## src/hdl/upd_pkg.sv

```systemverilog
// Shared types, constants and helper functions for the URL percent decoder.
`timescale 1ns / 1ps

package upd_pkg;

    localparam logic [7:0] CH_PLUS    = 8'h2B;
    localparam logic [7:0] CH_PERCENT = 8'h25;
    localparam logic [7:0] CH_SPACE   = 8'h20;
    localparam logic [7:0] CH_UPPER_A = 8'h41;
    localparam logic [7:0] CH_ZERO    = 8'h30;
    localparam logic [7:0] CASE_MASK  = 8'hDF;
    localparam logic [7:0] NIB_OFFSET = 8'd10;

    // Result queue geometry
    localparam int QDEPTH = 8;
    localparam int QAW    = $clog2(QDEPTH);
    localparam int QCW    = $clog2(QDEPTH + 1);
    // Highest fill at which a new input transaction may still be taken:
    // the item in flight and the new one push at most two entries each.
    localparam logic [QCW-1:0] Q_ROOM_MAX = QCW'(QDEPTH - 4);

    // Results produced by one decoded input byte (0, 1 or 2)
    typedef struct packed {
        logic [1:0] num;
        logic [7:0] data0;
        logic       last0;
        logic [7:0] data1;
        logic       last1;
    } t_dec_res;

    function automatic logic [7:0] f_nibble(input logic [7:0] c);
        logic [7:0] v;
        begin
            if (c >= CH_UPPER_A && !c[7]) begin
                v = (c & CASE_MASK) - CH_UPPER_A + NIB_OFFSET;
            end else begin
                v = c - CH_ZERO;
            end
            return v;
        end
    endfunction

    function automatic logic [7:0] f_plain(input logic [7:0] c);
        return (c == CH_PLUS) ? CH_SPACE : c;
    endfunction

endpackage

```

## src/hdl/url_percent_decoder_top.sv

```systemverilog
// Top level of the streaming URL percent decoder.
`timescale 1ns / 1ps

// URL percent decoder, one encoded byte per transaction.
// Input channel s_axis: tdata carries the raw byte, tlast marks the final
// byte of an encoded string. Output channel m_axis: tdata carries a decoded
// byte, tlast marks the final decoded byte of the string.
// '+' turns into a space; '%' plus two following bytes of the same string
// turns into one byte built from their nibbles (no hex check); a '%' with
// fewer than two bytes after it goes out as a literal '%'.
// Pipeline: input register -> decode with escape state -> 8-entry result
// queue that drives m_axis directly from registers.
// A result passes the input register and then the result queue to m_axis.
// Throughput: one input transaction per cycle while s_axis_tready is high.
// An input byte yields zero, one or two results; the output drains one
// per cycle while m_axis_tready is high, so a short escape at the end of a
// string costs one extra output transaction.
// s_axis_tready comes only from the registered queue fill: it drops when the
// queue holds more than four results, so a stalled receiver backs up the
// input without losing anything.
// Reset (i_rst_n low, synchronous): escape state cleared, queue emptied,
// pending input dropped.
module url_percent_decoder_top (
    input  logic       i_clk,
    input  logic       i_rst_n,
    input  logic       s_axis_tvalid,
    output logic       s_axis_tready,
    input  logic [7:0] s_axis_tdata,   // [7:0] in_byte
    input  logic       s_axis_tlast,   // in_last
    output logic       m_axis_tvalid,
    input  logic       m_axis_tready,
    output logic [7:0] m_axis_tdata,   // [7:0] out_byte
    output logic       m_axis_tlast    // out_last
);
    import upd_pkg::*;

    logic       r_in_valid;
    logic [7:0] r_in_data;
    logic       r_in_last;
    logic       w_room;
    t_dec_res   w_res;

    assign s_axis_tready = w_room;

    // Input register: captures one transaction per cycle when tready
    always_ff @(posedge i_clk) begin
        if (!i_rst_n) begin
            r_in_valid <= 1'b0;
        end else begin
            r_in_valid <= s_axis_tvalid && s_axis_tready;
        end
    end

    always_ff @(posedge i_clk) begin
        r_in_data <= s_axis_tdata;
        r_in_last <= s_axis_tlast;
    end

    upd_decode u_decode (
        .i_clk   (i_clk),
        .i_rst_n (i_rst_n),
        .i_valid (r_in_valid),
        .i_data  (r_in_data),
        .i_last  (r_in_last),
        .o_res   (w_res)
    );

    upd_out_queue u_queue (
        .i_clk   (i_clk),
        .i_rst_n (i_rst_n),
        .i_res   (w_res),
        .i_pop   (m_axis_tready),
        .o_room  (w_room),
        .o_valid (m_axis_tvalid),
        .o_data  (m_axis_tdata),
        .o_last  (m_axis_tlast)
    );

endmodule

```

## src/hdl/upd_decode.sv

```systemverilog
// Escape state machine and byte decode for the URL percent decoder.
`timescale 1ns / 1ps

module upd_decode (
    input  logic              i_clk,
    input  logic              i_rst_n,
    input  logic              i_valid,
    input  logic [7:0]        i_data,
    input  logic              i_last,
    output upd_pkg::t_dec_res o_res
);
    import upd_pkg::*;

    typedef enum logic [2:0] {
        ESC_IDLE = 3'b001,
        ESC_PCT  = 3'b010,
        ESC_HIGH = 3'b100
    } t_esc_phase;

    t_esc_phase r_phase, n_phase;
    logic [7:0] r_high, n_high;
    logic [7:0] w_nib_hi, w_nib_lo;

    assign w_nib_hi = f_nibble(r_high);
    assign w_nib_lo = f_nibble(i_data);

    always_comb begin
        n_phase     = r_phase;
        n_high      = r_high;
        o_res.num   = 2'd0;
        o_res.data0 = f_plain(i_data);
        o_res.last0 = i_last;
        o_res.data1 = f_plain(i_data);
        o_res.last1 = 1'b1;
        if (i_valid) begin
            unique case (r_phase)
                ESC_PCT: begin
                    if (i_last) begin
                        n_phase     = ESC_IDLE;
                        o_res.num   = 2'd2;
                        o_res.data0 = CH_PERCENT;
                        o_res.last0 = 1'b0;
                    end else begin
                        n_phase = ESC_HIGH;
                        n_high  = i_data;
                    end
                end
                ESC_HIGH: begin
                    n_phase     = ESC_IDLE;
                    o_res.num   = 2'd1;
                    o_res.data0 = {w_nib_hi[3:0], 4'h0} + w_nib_lo;
                end
                default: begin
                    n_phase = ESC_IDLE;
                    if (i_data == CH_PERCENT && !i_last) begin
                        n_phase = ESC_PCT;
                    end else begin
                        o_res.num = 2'd1;
                    end
                end
            endcase
        end
    end

    always_ff @(posedge i_clk) begin
        if (!i_rst_n) begin
            r_phase <= ESC_IDLE;
            r_high  <= 8'h00;
        end else begin
            r_phase <= n_phase;
            r_high  <= n_high;
        end
    end

`ifndef NO_ASSERTIONS
    a_two_only_on_short_escape: assert property (@(posedge i_clk) disable iff (!i_rst_n)
        o_res.num == 2'd2 |-> r_phase == ESC_PCT && i_last && i_valid)
        else $error("two results outside a short escape");
    a_last_clears_escape: assert property (@(posedge i_clk) disable iff (!i_rst_n)
        i_valid && i_last |=> r_phase == ESC_IDLE)
        else $error("escape pending after last byte");
`endif

endmodule

```

## src/hdl/upd_out_queue.sv

```systemverilog
// Result queue: up to two results in, one out on each pop, per cycle.
`timescale 1ns / 1ps

module upd_out_queue (
    input  logic              i_clk,
    input  logic              i_rst_n,
    input  upd_pkg::t_dec_res i_res,
    input  logic              i_pop,
    output logic              o_room,
    output logic              o_valid,
    output logic [7:0]        o_data,
    output logic              o_last
);
    import upd_pkg::*;

    logic [8:0]     r_mem [QDEPTH];
    logic [QAW-1:0] r_head, n_head;
    logic [QAW-1:0] r_tail, n_tail;
    logic [QCW-1:0] r_count, n_count;
    logic [QAW-1:0] w_tail1;
    logic           w_pop;

    assign w_tail1 = r_tail + QAW'(1);
    assign w_pop   = i_pop && (r_count != '0);

    always_comb begin
        n_head  = w_pop ? r_head + QAW'(1) : r_head;
        n_tail  = r_tail + QAW'(i_res.num);
        n_count = r_count + QCW'(i_res.num) - QCW'(w_pop);
    end

    always_ff @(posedge i_clk) begin
        if (i_res.num != 2'd0) begin
            r_mem[r_tail] <= {i_res.last0, i_res.data0};
        end
        if (i_res.num == 2'd2) begin
            r_mem[w_tail1] <= {i_res.last1, i_res.data1};
        end
    end

    always_ff @(posedge i_clk) begin
        if (!i_rst_n) begin
            r_head  <= '0;
            r_tail  <= '0;
            r_count <= '0;
        end else begin
            r_head  <= n_head;
            r_tail  <= n_tail;
            r_count <= n_count;
        end
    end

    assign o_room  = (r_count <= Q_ROOM_MAX);
    assign o_valid = (r_count != '0);
    assign o_data  = r_mem[r_head][7:0];
    assign o_last  = r_mem[r_head][8];

`ifndef NO_ASSERTIONS
    a_no_overflow: assert property (@(posedge i_clk) disable iff (!i_rst_n)
        (r_count + QCW'(i_res.num)) <= QCW'(QDEPTH))
        else $error("result queue overflow");
    a_ptr_count_agree: assert property (@(posedge i_clk) disable iff (!i_rst_n)
        QAW'(r_tail - r_head) == r_count[QAW-1:0])
        else $error("queue pointers disagree with fill count");
`endif

endmodule
```

## config.mk

```make
export PLATFORM = sky130hd
export DESIGN_NAME = url_percent_decoder_top
export DESIGN_NICKNAME = d
export VERILOG_FILES = /design/src/hdl/upd_pkg.sv /design/src/hdl/url_percent_decoder_top.sv /design/src/hdl/upd_decode.sv /design/src/hdl/upd_out_queue.sv
export SDC_FILE = /design/constraint.sdc
export NUM_CORES = 1
export LEC_CHECK = 0
export ABC_AREA = 1
export BUFFER_PORTS_ARGS = -buffer_cell sky130_fd_sc_hd__buf_2
export CAP_MARGIN = 0
export CORE_MARGIN = 2
export CORE_UTILIZATION = 25
export DETAILED_ROUTE_END_ITERATION = 8
export PLACE_DENSITY = 0.39
export REMOVE_ABC_BUFFERS = 1
export SLEW_MARGIN = 15
export SYNTH_ARGS = -nofsm -noshare
export SYNTH_HDL_FRONTEND = slang
export SYNTH_SLANG_ARGS = --single-unit
```

## constraint.sdc

```tcl
create_clock -name i_clk -period 6.95 [get_ports i_clk]
set_input_delay 1.39 -clock i_clk [delete_from_list [all_inputs] [get_ports i_clk]]
set_output_delay 1.39 -clock i_clk [all_outputs]
set_load 0.005 [all_outputs]
```

==> results.ini <==
[outcome]
status=complete, no violations

[pwr]
p_switching_uw=572
combPwrFrac_pct=26.2
pwr-share-seq_pct=42.8
p_total_mw=1.72
switching_share_pct=33.3
power.internal_mw=1.14
peakVddDrop_mv=0.107
p_leak_nw=2.67
p_per_area_nw_per_um2=270
clockPowerShare_pct=31.0

[logic_synthesis]
netlist_area_um2=5640
synth.avg_cell_area_um2=8.51
synthTopCellsByArea=edfxtp_1 (34%), dfxtp_1 (15%), nand2_1 (9.0%), nor2_1 (6.9%), o21ai_0 (6.2%)
synth_cell_types=38
yosysSeqAreaShare_pct=49.0
async_reset_ff_share_pct=0
synth_top_area_share_pct=34.1
netlist_top_cells_count=nand2_1 (135), nor2_1 (104), o21ai_0 (70)
synth.most_common_cell=nand2_1
synth-edff-count=64
synth_ff_type=edfxtp_1
synth_cells=662
ys_ff_latch=106
yosysTopAreaCell=edfxtp_1
ys_warn_count=0

[setup_path]
cp.required_ns=5.56
cp_max_fo=37
reg2reg_depth=15
r2r_end=u_queue.r_mem[2][5]
path_cells=buf_4 -> inv_1 -> o21ai_0 -> o22ai_1 -> nor2_1 -> a31oi_1 -> buf_2
crit_path_end=m_axis_tdata[1]
slowest_delay_ns=0.75
r2r-start=r_in_data[0]
critPathKind=flip-flop to primary output
cpMaxStageDelayCell=inv_1
end_kind=primary output
r2r_slack_ns=3.74
critical_path_arrival_ns=2.45
critPathLaunchType=flip-flop

[detailed_routing]
vias=4600
drtIter0Drc=276
dr.pass1.iters=5
avgViaCountPerCell=4.75
routed_wl_um=17000
drc=0
ant_nets=0
wire_per_inst_um=17.5

[sta]
finalSetupTns_ns=0
whs_ns=0.454
fmax_ghz=0.260
setup_ws_ns=3.11
rsz0062_at_grt=false
period_needed_ns=3.84
worst_pin_slew_ns=0.959
clock_skew_ns=0.0100
hold_viol_final=0
finalCritPeriodShare_pct=55.3
slew-limit-headroom_pct=36.0
slew_viol_final=0
setup_violations=0

[global_routing]
globalRouteMet3Util_pct=2.03
antenna_found_initial=0
grt_max_degree=38
grt_pass1_vias=4493
grt_pass1_wl_um=26400
grt_util_all_layers_pct=14.6
grt.busiest_layer=met2
use_met1_pct=20.5
use_met2_pct=23.4
grt_overflow_total=0

[floorplanning]
row_count=54
die_x_um=154
pin_count=24
start_util_pct=25.7
core_um2=22000
die-area_um2=23800
fp.dieH_um=154

[clock_tree]
cts_sinks=106
ctsHoldBuffers=0
cts-resized-gates=0
cts_root_buf=clkbuf_16
cts_tree=built
htreeDepth=3
clockBufferDepth=2
cts_buffers=9
clock_latency_ns=0.36
cts.clk_slew.worst_paths_ns=0.07
cts_post_setup_buffers_inserted=0

[placement]
gp_congestion=0.833
dpl.cell_count=953
dp_slack_ns=3.45
dp_hpwl_um=12600
portBuffers=23

[job]
drv_cap=0

[final_layout]
syn2layout_area_growth_pct=12.8
final_nets=725
fin_cells=969
n_antenna_cell=0
drive_above_1_share_pct=10.4

[min_path]
hp-class=flip-flop to flip-flop

[state kept, by name (all words and copies together) (netlist names), named ones only]
register,count
u_queue.r_mem,72
r_in_data,8
u_decode.r_high,8
u_queue.r_count,4
u_decode.r_phase,3
u_queue.r_head,3
u_queue.r_tail,3
r_in_last,1
r_in_valid,1
[power by group through the flow]
stage,registers (mW),logic [mW],clock network (mW)
after floorplan,0.758,0.282,0
final,0.735,0.450,0.532
after global placement,0.749,0.450,0
after CTS,0.735,0.458,0.537
after global routing,0.740,0.511,0.565
after detailed placement,0.750,0.456,0
[layout by cell type, fill, tap and decap left out, types with 4 or more instances in the layout]
cell type and instances:
a21oi_1 20, o22ai_1 41, a31oi_1 10, nand2_1 135, nor2_4 4, xor2_1 9, inv_1 63, edfxtp_1 64
nor2_1 104, dfxtp_1 42, inv_2 7, nor3_1 5, o211ai_1 5, clkbuf_16 9, buf_2 23, nand2_2 4
ha_1 25, o21ai_0 70, nand3_1 13
[worst min path at each step]
stage	start	endpoint	slack, ns	cells after the start
after global placement	u_queue.r_head[2]	u_queue.r_head[2]	0.43	1
after CTS	u_queue.r_head[2]	u_queue.r_head[2]	0.45	1
after floorplan	u_queue.r_head[2]	flip-flop	0.41	1
final	u_queue.r_head[2]	u_queue.r_head[2]	0.45	1
after detailed placement	u_queue.r_head[2]	flip-flop	0.44	1
after global routing	u_queue.r_head[2]	u_queue.r_head[2]	0.47	1
[layer usage]
metal  wire length [um]  share of wire, %
met1               8240                49
met2               7850                46
met3                705               4.2
met4                184               1.1
met5                  0                 0
[worst max-delay path, delay by kind of cell, from the launching register on]
| family | cells | cell delay [ns] |
|---|---|---|
| compound gates | 3 | 0.56 |
| flops | 1 | 0.30 |
| simple gates | 1 | 0.06 |
| buf+inv | 3 | 1.15 |
[stage by stage]
stage / cell area (um^2) / utilization, %
after CTS: 6350 / 28.9
after global routing: 6350 / 28.9
after detailed placement: 6060 / 27.6
after floorplan: 5580 / -
final: 6350 / 28.9
after global placement: 6060 / 27.6
[cells by family (layout without fill, tap and decap cells)]
family	after synthesis	in the layout	synth area share (%)
buffers and inverters	87	114	5.91
adders and majority gates	28	28	6.62
DFF	106	106	49.0
AOI/OAI and AO/OA	157	157	16.3
and+or+nand+nor	275	275	20.7
xor gates and xnor gates	9	9	1.40
[area by class of cell]
type | instances | area, um^2
flip-flops and latches | 106 | 2760
clock buffers | 10 | 229
fillers | 2322 | 15600
clock inverters | 6 | 65.1
well taps | 280 | 350
multi-input cells | 469 | 2540
inverters | 73 | 278
repair buffers | 25 | 130
Power figures use the tool's default switching activity.
